### config.mk
export PLATFORM = sky130hd
export DESIGN_NAME = byte_vm_instruction_executor
export DESIGN_NICKNAME = d
export VERILOG_FILES = /design/src/design/bvm_pkg.sv /design/src/design/bvm_regfile.sv /design/src/design/bvm_stack.sv /design/src/design/byte_vm_instruction_executor.sv
export SDC_FILE = /design/constraint.sdc
export NUM_CORES = 1
export LEC_CHECK = 0
export ABC_AREA = 1
export BUFFER_PORTS_ARGS = -buffer_cell sky130_fd_sc_hd__buf_4
export CAP_MARGIN = 40
export CORE_MARGIN = 4
export CORE_UTILIZATION = 45
export CTS_CLUSTER_DIAMETER = 40
export CTS_CLUSTER_SIZE = 40
export DETAILED_ROUTE_END_ITERATION = 10
export PLACE_DENSITY = 0.62
export SLEW_MARGIN = 0
export SYNTH_ARGS = -nofsm -noshare
export SYNTH_HDL_FRONTEND = slang
export SYNTH_SLANG_ARGS = --single-unit
### constraint.sdc
create_clock -name i_clk -period 5.98 [get_ports i_clk]
set_input_delay 0.299 -clock i_clk [delete_from_list [all_inputs] [get_ports i_clk]]
set_output_delay 0.299 -clock i_clk [all_outputs]
set_load 0.05 [all_outputs]
### src/design/bvm_pkg.sv
// Shared types and constants for the byte VM instruction executor.
// No dependencies; imported by every module of the block.
`default_nettype none

package bvm_pkg;

    // Result status codes
    typedef enum logic [1:0] {
        ST_OK        = 2'd0,
        ST_ILLEGAL   = 2'd1,
        ST_OVERFLOW  = 2'd2,
        ST_UNDERFLOW = 2'd3
    } t_status;

    // Instruction classes (bits 15..12)
    localparam logic [3:0] CLS_SYS   = 4'h0;
    localparam logic [3:0] CLS_JUMP  = 4'h1;
    localparam logic [3:0] CLS_CALL  = 4'h2;
    localparam logic [3:0] CLS_SEQI  = 4'h3;
    localparam logic [3:0] CLS_SNEI  = 4'h4;
    localparam logic [3:0] CLS_SEQR  = 4'h5;
    localparam logic [3:0] CLS_LDI   = 4'h6;
    localparam logic [3:0] CLS_ADDI  = 4'h7;
    localparam logic [3:0] CLS_ALU   = 4'h8;
    localparam logic [3:0] CLS_SNER  = 4'h9;
    localparam logic [3:0] CLS_LDIDX = 4'hA;
    localparam logic [3:0] CLS_JMPV  = 4'hB;
    localparam logic [3:0] CLS_RAND  = 4'hC;

    // Register-register operations (bits 3..0 of class 8)
    localparam logic [3:0] ALU_MOV  = 4'h0;
    localparam logic [3:0] ALU_OR   = 4'h1;
    localparam logic [3:0] ALU_AND  = 4'h2;
    localparam logic [3:0] ALU_XOR  = 4'h3;
    localparam logic [3:0] ALU_ADD  = 4'h4;
    localparam logic [3:0] ALU_SUB  = 4'h5;
    localparam logic [3:0] ALU_SHR  = 4'h6;
    localparam logic [3:0] ALU_SUBN = 4'h7;
    localparam logic [3:0] ALU_SHL  = 4'hE;

    // Whole-word system instructions
    localparam logic [15:0] INS_CLEAR  = 16'h00E0;
    localparam logic [15:0] INS_RETURN = 16'h00EE;

    localparam logic [3:0]  REG_FLAG = 4'hF;
    localparam logic [11:0] PC_RESET = 12'd512;
    localparam int          STACK_DEPTH_DEF = 16;

    // Register file write port
    typedef struct packed {
        logic       en;
        logic [3:0] addr;
        logic [7:0] data;
    } t_rf_wr;

endpackage

`default_nettype wire

### src/design/bvm_regfile.sv
// Data register memory: 16 x 8, two synchronous read ports, one write port.
// Depends on bvm_pkg for the write port struct; unwritten entries read as zero.
`default_nettype none

module bvm_regfile (
    input  wire logic            i_clk,
    input  wire logic            i_rst_n,
    input  wire logic            i_rd_en,
    input  wire logic [3:0]      i_rd_addr_a,
    input  wire logic [3:0]      i_rd_addr_b,
    input  wire bvm_pkg::t_rf_wr i_wr,
    output logic [7:0]           o_rd_data_a,
    output logic [7:0]           o_rd_data_b
);
    import bvm_pkg::*;

    logic [7:0]  r_mem [16];
    logic [15:0] r_written;

    // Write port
    always_ff @(posedge i_clk) begin
        if (i_wr.en) begin
            r_mem[i_wr.addr] <= i_wr.data;
        end
    end

    // Mark entries written since reset
    always_ff @(posedge i_clk) begin
        if (!i_rst_n) begin
            r_written <= '0;
        end else if (i_wr.en) begin
            r_written[i_wr.addr] <= 1'b1;
        end
    end

    // Registered reads, held while no new request is taken
    always_ff @(posedge i_clk) begin
        if (i_rd_en) begin
            o_rd_data_a <= r_written[i_rd_addr_a] ? r_mem[i_rd_addr_a] : 8'd0;
            o_rd_data_b <= r_written[i_rd_addr_b] ? r_mem[i_rd_addr_b] : 8'd0;
        end
    end

endmodule

`default_nettype wire

### src/design/bvm_stack.sv
// Return stack memory: STACK_DEPTH x 12, one synchronous read, one write.
// Depends on bvm_pkg for the default depth.
`default_nettype none

module bvm_stack #(
    parameter int STACK_DEPTH = bvm_pkg::STACK_DEPTH_DEF,
    parameter int AW          = $clog2(STACK_DEPTH)
) (
    input  wire logic          i_clk,
    input  wire logic          i_rd_en,
    input  wire logic [AW-1:0] i_rd_addr,
    input  wire logic          i_wr_en,
    input  wire logic [AW-1:0] i_wr_addr,
    input  wire logic [11:0]   i_wr_data,
    output logic [11:0]        o_rd_data
);
    import bvm_pkg::*;

    logic [11:0] r_mem [STACK_DEPTH];

    // Push
    always_ff @(posedge i_clk) begin
        if (i_wr_en) begin
            r_mem[i_wr_addr] <= i_wr_data;
        end
    end

    // Registered read of the top entry
    always_ff @(posedge i_clk) begin
        if (i_rd_en) begin
            o_rd_data <= r_mem[i_rd_addr];
        end
    end

endmodule

`default_nettype wire

### src/design/byte_vm_instruction_executor.sv
// Top level of the byte VM instruction executor: decode, execute, state update.
// Depends on bvm_pkg, bvm_regfile and bvm_stack.
//
//  Channel   Direction  Handshake                  Payload
//  request   in         i_in_valid / o_in_ready    i_instruction, i_random_byte
//  result    out        o_out_valid / i_out_ready  o_status .. o_clear_screen
//
// One instruction is taken per cycle while results are taken; memory is read at the accepting edge,
// then the instruction is executed and its result written back into the output register.
// Back-to-back register and stack hazards are covered by write forwarding.
// Reset sets pc to 512 and clears registers, index, stack pointer and valids;
// no request is taken while reset is held.
// A result not taken holds the execute stage, and with it new requests.
`default_nettype none

module byte_vm_instruction_executor #(
    parameter int STACK_DEPTH = bvm_pkg::STACK_DEPTH_DEF
) (
    input  wire logic        i_clk,
    input  wire logic        i_rst_n,
    input  wire logic        i_in_valid,
    output logic             o_in_ready,
    input  wire logic [15:0] i_instruction,
    input  wire logic [7:0]  i_random_byte,
    output logic             o_out_valid,
    input  wire logic        i_out_ready,
    output logic [1:0]       o_status,
    output logic [11:0]      o_program_counter,
    output logic [11:0]      o_index_value,
    output logic             o_reg_written,
    output logic [3:0]       o_reg_number,
    output logic [7:0]       o_reg_value,
    output logic [7:0]       o_flag_value,
    output logic             o_clear_screen
);
    import bvm_pkg::*;

    localparam int AW   = $clog2(STACK_DEPTH);
    localparam int SP_W = $clog2(STACK_DEPTH + 1);

    // Architectural state held in flops
    logic [11:0]     r_pc, n_pc;
    logic [11:0]     r_index, n_index;
    logic [SP_W-1:0] r_sp, n_sp;
    logic [7:0]      r_vf, n_vf;

    // Execute stage
    logic            r_s1_valid;
    logic [15:0]     r_s1_ins;
    logic [7:0]      r_s1_rnd;
    logic [AW-1:0]   r_s1_stk_addr;
    t_rf_wr          r_fwd;
    logic            r_sfwd_en;
    logic [AW-1:0]   r_sfwd_addr;
    logic [11:0]     r_sfwd_data;

    logic            accept, commit;
    logic [3:0]      rd_addr_b;
    logic [AW-1:0]   stk_rd_addr;
    logic [SP_W-1:0] sp_dec;
    logic [7:0]      rf_rd_a, rf_rd_b;
    logic [11:0]     stk_rd;

    // Decode fields
    logic [3:0]  cls, x, y, n;
    logic [7:0]  nn;
    logic [11:0] nnn;
    logic [7:0]  vx, vy, res, reg_out;
    logic [8:0]  sum9;
    logic [11:0] ret_addr;
    logic        wr, has_flag, flag, skip, clr;
    t_status     status;
    t_rf_wr      rf_wr;
    logic        stk_we;

    assign cls = r_s1_ins[15:12];
    assign x   = r_s1_ins[11:8];
    assign y   = r_s1_ins[7:4];
    assign n   = r_s1_ins[3:0];
    assign nn  = r_s1_ins[7:0];
    assign nnn = r_s1_ins[11:0];

    // Handshake
    assign commit     = r_s1_valid && (!o_out_valid || i_out_ready);
    assign o_in_ready = i_rst_n && (!r_s1_valid || commit);
    assign accept     = i_in_valid && o_in_ready;

    // Read addresses: class B reads V0 on the second port
    assign rd_addr_b = (i_instruction[15:12] == CLS_JMPV) ? 4'd0 : i_instruction[7:4];
    assign sp_dec    = n_sp - SP_W'(1);
    assign stk_rd_addr = sp_dec[AW-1:0];

    // Operands: VF from its flop, else forward the write committed as this instruction was accepted
    always_comb begin
        if (x == REG_FLAG) begin
            vx = r_vf;
        end else if (r_fwd.en && r_fwd.addr == x) begin
            vx = r_fwd.data;
        end else begin
            vx = rf_rd_a;
        end
        if (cls == CLS_JMPV) begin
            vy = (r_fwd.en && r_fwd.addr == 4'd0) ? r_fwd.data : rf_rd_b;
        end else if (y == REG_FLAG) begin
            vy = r_vf;
        end else if (r_fwd.en && r_fwd.addr == y) begin
            vy = r_fwd.data;
        end else begin
            vy = rf_rd_b;
        end
        ret_addr = (r_sfwd_en && r_sfwd_addr == r_s1_stk_addr) ? r_sfwd_data : stk_rd;
    end

    // Execute
    always_comb begin
        status   = ST_OK;
        wr       = 1'b0;
        has_flag = 1'b0;
        flag     = 1'b0;
        skip     = 1'b0;
        clr      = 1'b0;
        res      = 8'd0;
        sum9     = 9'd0;
        stk_we   = 1'b0;
        n_pc     = r_pc;
        n_index  = r_index;
        n_sp     = r_sp;
        case (cls)
            CLS_SYS: begin
                if (r_s1_ins == INS_CLEAR) begin
                    clr = 1'b1;
                end else if (r_s1_ins == INS_RETURN) begin
                    if (r_sp == '0) begin
                        status = ST_UNDERFLOW;
                    end else begin
                        n_sp = r_sp - SP_W'(1);
                        n_pc = ret_addr;
                    end
                end else begin
                    status = ST_ILLEGAL;
                end
            end
            CLS_JUMP: n_pc = nnn;
            CLS_CALL: begin
                if (r_sp >= SP_W'(STACK_DEPTH)) begin
                    status = ST_OVERFLOW;
                end else begin
                    stk_we = 1'b1;
                    n_sp   = r_sp + SP_W'(1);
                    n_pc   = nnn;
                end
            end
            CLS_SEQI: skip = (vx == nn);
            CLS_SNEI: skip = (vx != nn);
            CLS_SEQR: skip = (vx == vy);
            CLS_LDI: begin
                wr  = 1'b1;
                res = nn;
            end
            CLS_ADDI: begin
                wr  = 1'b1;
                res = vx + nn;
            end
            CLS_ALU: begin
                wr = 1'b1;
                case (n)
                    ALU_MOV: res = vy;
                    ALU_OR:  res = vx | vy;
                    ALU_AND: res = vx & vy;
                    ALU_XOR: res = vx ^ vy;
                    ALU_ADD: begin
                        sum9     = {1'b0, vx} + {1'b0, vy};
                        res      = sum9[7:0];
                        has_flag = 1'b1;
                        flag     = sum9[8];
                    end
                    ALU_SUB: begin
                        res      = vx - vy;
                        has_flag = 1'b1;
                        flag     = (vx >= vy);
                    end
                    ALU_SHR: begin
                        res      = {1'b0, vx[7:1]};
                        has_flag = 1'b1;
                        flag     = vx[0];
                    end
                    ALU_SUBN: begin
                        res      = vy - vx;
                        has_flag = 1'b1;
                        flag     = (vy >= vx);
                    end
                    ALU_SHL: begin
                        res      = {vx[6:0], 1'b0};
                        has_flag = 1'b1;
                        flag     = vx[7];
                    end
                    default: begin
                        wr     = 1'b0;
                        status = ST_ILLEGAL;
                    end
                endcase
            end
            CLS_SNER:  skip = (vx != vy);
            CLS_LDIDX: n_index = nnn;
            CLS_JMPV:  n_pc = {4'd0, vy} + nnn;
            CLS_RAND: begin
                wr  = 1'b1;
                res = r_s1_rnd & nn;
            end
            default: status = ST_ILLEGAL;
        endcase

        if (skip) begin
            n_pc = r_pc + 12'd2;
        end

        // Flag overrides VF; a plain write to VF lands in the flop too
        if (has_flag) begin
            n_vf = {7'd0, flag};
        end else if (wr && x == REG_FLAG) begin
            n_vf = res;
        end else begin
            n_vf = r_vf;
        end
        reg_out = (x == REG_FLAG) ? n_vf : res;

        // Drop all updates unless the stage commits
        if (!commit) begin
            n_pc    = r_pc;
            n_index = r_index;
            n_sp    = r_sp;
            n_vf    = r_vf;
            stk_we  = 1'b0;
        end
        rf_wr.en   = commit && wr;
        rf_wr.addr = x;
        rf_wr.data = res;
    end

    bvm_regfile u_regfile (
        .i_clk       (i_clk),
        .i_rst_n     (i_rst_n),
        .i_rd_en     (accept),
        .i_rd_addr_a (i_instruction[11:8]),
        .i_rd_addr_b (rd_addr_b),
        .i_wr        (rf_wr),
        .o_rd_data_a (rf_rd_a),
        .o_rd_data_b (rf_rd_b)
    );

    bvm_stack #(
        .STACK_DEPTH (STACK_DEPTH),
        .AW          (AW)
    ) u_stack (
        .i_clk     (i_clk),
        .i_rd_en   (accept),
        .i_rd_addr (stk_rd_addr),
        .i_wr_en   (stk_we),
        .i_wr_addr (r_sp[AW-1:0]),
        .i_wr_data (r_pc),
        .o_rd_data (stk_rd)
    );

    // State, stage and output registers
    always_ff @(posedge i_clk) begin
        if (!i_rst_n) begin
            r_pc        <= PC_RESET;
            r_index     <= '0;
            r_sp        <= '0;
            r_vf        <= '0;
            r_s1_valid  <= 1'b0;
            r_fwd.en    <= 1'b0;
            r_sfwd_en   <= 1'b0;
            o_out_valid <= 1'b0;
        end else begin
            r_pc    <= n_pc;
            r_index <= n_index;
            r_sp    <= n_sp;
            r_vf    <= n_vf;

            // Advance the execute stage
            if (accept) begin
                r_s1_valid <= 1'b1;
                r_fwd.en   <= rf_wr.en;
                r_fwd.addr <= rf_wr.addr;
                r_fwd.data <= rf_wr.data;
                r_sfwd_en  <= stk_we;
            end else if (commit) begin
                r_s1_valid <= 1'b0;
            end

            // Hold the result until taken
            if (commit) begin
                o_out_valid <= 1'b1;
            end else if (i_out_ready) begin
                o_out_valid <= 1'b0;
            end
        end
    end

    // Payload registers
    always_ff @(posedge i_clk) begin
        if (accept) begin
            r_s1_ins      <= i_instruction;
            r_s1_rnd      <= i_random_byte;
            r_s1_stk_addr <= stk_rd_addr;
            r_sfwd_addr   <= r_sp[AW-1:0];
            r_sfwd_data   <= r_pc;
        end
        if (commit) begin
            o_status          <= status;
            o_program_counter <= n_pc;
            o_index_value     <= n_index;
            o_reg_written     <= wr;
            o_reg_number      <= wr ? x : 4'd0;
            o_reg_value       <= wr ? reg_out : 8'd0;
            o_flag_value      <= n_vf;
            o_clear_screen    <= clr;
        end
    end

endmodule

`default_nettype wire
==> impl_metrics.prom <==
# TYPE chip_impl_metric gauge
chip_impl_metric{name="drc",unit=""} 0
chip_impl_metric{name="cp.required",unit="ns"} 6.31
chip_impl_info{name="outcome",value="finished clean"} 1
chip_impl_metric{name="num_rows",unit=""} 87
chip_impl_metric{name="synth-seq-cells",unit=""} 509
chip_impl_metric{name="drt.antenna.violating_nets",unit=""} 0
chip_impl_info{name="reg2reg_from",value="r_s1_ins[12]$_DFFE_PP_"} 1
chip_impl_metric{name="gp_congestion",unit=""} 0.984
chip_impl_info{name="holdCritStartpoint",value="i_rst_n"} 1
chip_impl_metric{name="design.core.area",unit="um^2"} 56400
chip_impl_metric{name="syn_nets",unit=""} 2840
chip_impl_metric{name="synth-warning-count",unit=""} 0
chip_impl_metric{name="insertion_delay",unit="ns"} 0.62
chip_impl_metric{name="synthesis.area_per_instance",unit="um^2"} 9.32
chip_impl_metric{name="cp_num_buf_inv",unit=""} 4
chip_impl_info{name="critical_path.cell_chain",value="nand2_1, inv_1, nand2_1, clkinv_1, a21oi_1, nand2_1, nand2_1, inv_1, ha_1, inv_1, nand2_1, nor3_1, nand4_1, a31oi_1, nand2_1, nor2_1, nand2_1, nand3_1, o21ai_0"} 1
chip_impl_info{name="critPathSlowestCell",value="clkinv_1"} 1
chip_impl_info{name="cp_common_cell",value="nand2_1"} 1
chip_impl_metric{name="die_w",unit="um"} 247
chip_impl_metric{name="final.setup_skew",unit="ns"} 0.0250
chip_impl_metric{name="grt_first_pass_wirelength",unit="um"} 121000
chip_impl_metric{name="viasPerCell",unit=""} 5.73
chip_impl_metric{name="cts_setup_buffers",unit=""} 0
chip_impl_metric{name="critical_path_cell_count",unit=""} 19
chip_impl_metric{name="path_max_fanout",unit=""} 17
chip_impl_metric{name="timing.max_cap.violations",unit=""} 0
chip_impl_metric{name="worst_tran_pin_value",unit="ns"} 0.908
chip_impl_info{name="cts_tree",value="built"} 1
chip_impl_metric{name="final.min_clock_period",unit="ns"} 5.40
chip_impl_metric{name="first_global_vias",unit=""} 20300
chip_impl_metric{name="grt_util_all_layers",unit=""} 0.260
chip_impl_metric{name="drt-total-wl",unit="um"} 79800
chip_impl_info{name="synth_flop_cell",value="edfxtp_1"} 1
chip_impl_metric{name="dieArea",unit="um^2"} 60900
chip_impl_info{name="clock_tree.root_cell",value="clkbuf_16"} 1
chip_impl_metric{name="power.leakage",unit="nW"} 12.3
chip_impl_metric{name="maxClockFrequency",unit="MHz"} 185
chip_impl_info{name="timing.critical_path.max_delay_family",value="simple AND/OR/NAND/NOR gates"} 1
chip_impl_metric{name="antenna_violations_before_repair",unit=""} 0
chip_impl_metric{name="cp_slowest_stage_delay",unit="ns"} 0.62
chip_impl_metric{name="cts.htree.levels",unit=""} 3
chip_impl_info{name="start_kind",value="register"} 1
chip_impl_metric{name="timing.critical_path.arrival",unit="ns"} 5.73
chip_impl_metric{name="area_delta_synth_final",unit="%"} 17.6
chip_impl_metric{name="fraction_of_registers_with_async_set_reset",unit=""} 0
chip_impl_metric{name="vdd_ir_drop_max",unit="mV"} 0.256
chip_impl_metric{name="hpwl",unit="um"} 53900
chip_impl_metric{name="avgRoutedWirePerCell",unit="um"} 21.7
chip_impl_metric{name="drt-pass1-iter-count",unit=""} 6
chip_impl_metric{name="portBuffers",unit=""} 77
chip_impl_info{name="end_kind",value="register"} 1
chip_impl_metric{name="report.final.hold_viol_count",unit=""} 0
chip_impl_metric{name="mappedNetlistArea",unit="um^2"} 25700
chip_impl_metric{name="ios",unit=""} 78
chip_impl_info{name="rsz_0062_raised_after_global_routing",value="false"} 1
chip_impl_metric{name="synth_cells",unit=""} 2753
chip_impl_metric{name="synth_edf_count",unit=""} 452
chip_impl_metric{name="clock_input_transition_at_the_sequential_cells_of_the_worst_setup_and_hold_paths",unit="ns"} 0.06
chip_impl_info{name="cp_startpoint",value="r_s1_ins[12]$_DFFE_PP_"} 1
chip_impl_metric{name="detailedRoute.firstIterationViolations",unit=""} 2201
chip_impl_metric{name="netlist-cell-type-count",unit=""} 48
chip_impl_metric{name="post_synthesis_sequential_area_ratio",unit=""} 0.573
chip_impl_metric{name="finalSetupViolCount",unit=""} 0
chip_impl_metric{name="layout.cell_area.non_filler",unit="um^2"} 30200
chip_impl_metric{name="grt_max_degree",unit=""} 77
chip_impl_metric{name="worstRegToRegCells",unit=""} 19
chip_impl_info{name="worstSetupPathType",value="reg -> reg"} 1
chip_impl_metric{name="starting_density",unit=""} 0.455
chip_impl_metric{name="totalNegativeSetupSlack",unit="ns"} 0
chip_impl_info{name="worst_hold_path_type",value="in -> reg"} 1
chip_impl_metric{name="ctsLongestPathBuffers",unit=""} 3
chip_impl_metric{name="max-slew-margin-rel",unit=""} 0.394
chip_impl_metric{name="maxSlewViolCount",unit=""} 0
chip_impl_metric{name="tritoncts.num_buffers",unit=""} 74
chip_impl_metric{name="clock_sink_count",unit=""} 509
chip_impl_metric{name="die_height",unit="um"} 247
chip_impl_metric{name="overflow",unit=""} 0
chip_impl_metric{name="hold_depth",unit=""} 2
chip_impl_metric{name="fin_crit_sh",unit=""} 0.903
chip_impl_metric{name="power_per_cell_area",unit="nW/um^2"} 309
chip_impl_metric{name="post_dp_cell_area",unit="um^2"} 27300
chip_impl_metric{name="antenna_cells_inserted",unit=""} 0
chip_impl_metric{name="final_nets",unit=""} 2952
chip_impl_metric{name="detailroute.via_count",unit=""} 21100
chip_impl_metric{name="final_layout_size_suffix_gt1_frac",unit=""} 0.111
## final timing paths
kind / endpoint / slack, ns
worst max-delay path: o_program_counter[9]$_DFFE_PP_ / 0.58
worst min-delay path: r_pc[9]$_SDFF_PN1_ / 0.05
worst max register to register: o_program_counter[9]$_DFFE_PP_ / 0.58
worst min register to register: u_regfile.r_written[9]$_SDFFE_PN0P_ / 0.47
## layout make-up
type / instances / area, um^2
tap: 756 / 946
multi-input combinational: 1835 / 9340
inverter: 282 / 1060
fill: 5070 / 26200
timing repair buffer: 163 / 1460
clock buffer: 83 / 1980
clock inverter: 54 / 676
sequential: 509 / 14700
## worst reg2reg max path: cells and delay by family, from the launching register on
kind | cells | cell delay, ns
AND/OR/NAND/NOR | 11 | 2.48
buffers and inverters | 4 | 1.06
AO/OA/AOI/OAI | 3 | 0.74
flip-flops | 1 | 0.46
adder cells (fa/ha/maj) | 1 | 0.41
## cell usage after synthesis, types with 7 or more instances
master    count  area [um^2]
a21oi_1     141          706
ha_1         54          676
inv_1       269         1010
buf_4        11         82.6
nor2_1      187          702
o211ai_1     20          150
xor2_1       18          158
inv_2         8         30.0
nand2_1     599         2250
clkbuf_1     77          289
o21ai_0     237         1190
nand4_1      31          194
o221ai_1     22          193
nor3_1       13         65.1
edfxtp_1    452        13600
o22ai_1      36          225
dfxtp_1      57         1140
a22oi_1       7         52.6
mux2i_1      24          240
o21a_1       15          113
nand3_1     356         1780
buf_1         8         30.0
buf_2        27          135
or2_2        13         81.3
## cells by family after synthesis
| group | synth area share |
|---|---|
| simple gates | 0.208 |
| flops | 0.573 |
| compound gates | 0.109 |
| buf+inv | 0.0639 |
| fa+ha+maj | 0.0302 |
| mux | 0.00936 |
| xor+xnor | 0.00614 |
## where the power goes
group          switching, mW  leakage (nW)  internal, mW
registers             0.0450          4.82          3.92
clock network           1.79          1.28          2.79
logic                  0.542          6.20         0.223
total                   2.38          12.3          6.94
## state kept, by name, summed over array words and instances, names as in the netlist, 5 cells and up
| name | count |
|---|---|
| o_flag_value | 8 |
| u_regfile.o_rd_data_b | 8 |
| r_pc | 12 |
| o_index_value | 12 |
| o_reg_value | 8 |
| u_stack.r_mem | 192 |
| r_index | 12 |
| o_program_counter | 12 |
| r_fwd | 13 |
| u_regfile.r_written | 16 |
| u_regfile.r_mem | 128 |
| r_vf | 8 |
| r_sp | 5 |
| r_sfwd_data | 12 |
| r_s1_rnd | 8 |
| u_stack.o_rd_data | 12 |
| r_s1_ins | 16 |
| u_regfile.o_rd_data_a | 8 |
## repair_timing
action / CTS / global route
gates resized for setup: 0 / 0
hold buffers: 20 / 0
hold endpoints to repair: 20 / 0
## cell usage in the layout (no fill, tap or decap), drive strengths merged, types with 13 or more instances in the layout
cell / n
xor2: 18
inv: 302
nand2: 607
edfxtp: 452
nand3: 359
dlygate4sd3: 20
or2: 14
nor3: 13
o21a: 15
buf: 143
mux2i: 24
clkinv: 20
ha: 54
o211ai: 20
clkbuf: 83
dfxtp: 57
o21ai: 240
o22ai: 36
o221ai: 22
nor2: 197
nand4: 31
a21oi: 142
## metal layers
layer | vias up | part of all wire | global-route usage
li1 | 9809 | - | -
met3 | 175 | 0.082 | 0.0417
met2 | 971 | 0.46 | 0.408
met4 | 0 | 0.034 | 0.0918
met5 | - | 0 | 0
met1 | 10100 | 0.43 | 0.368
## per-stage QoR
step | hold WS, ns | power [mW] | cells | worst slack, ns | utilization
global route | 0.0532 | 9.64 | 3682 | 0.156 | 0.535
CTS | 0.0177 | 9.38 | 3682 | 0.620 | 0.535
finish | 0.0537 | 9.32 | 3682 | 0.579 | 0.535
floorplan | 0.398 | 4.51 | 2753 | 1.42 | -
global placement | 0.453 | 4.77 | 3502 | 0.756 | 0.478
detailed placement | 0.459 | 4.78 | 3525 | 0.630 | 0.484
Note: power is estimated with default switching activity, not from simulation.
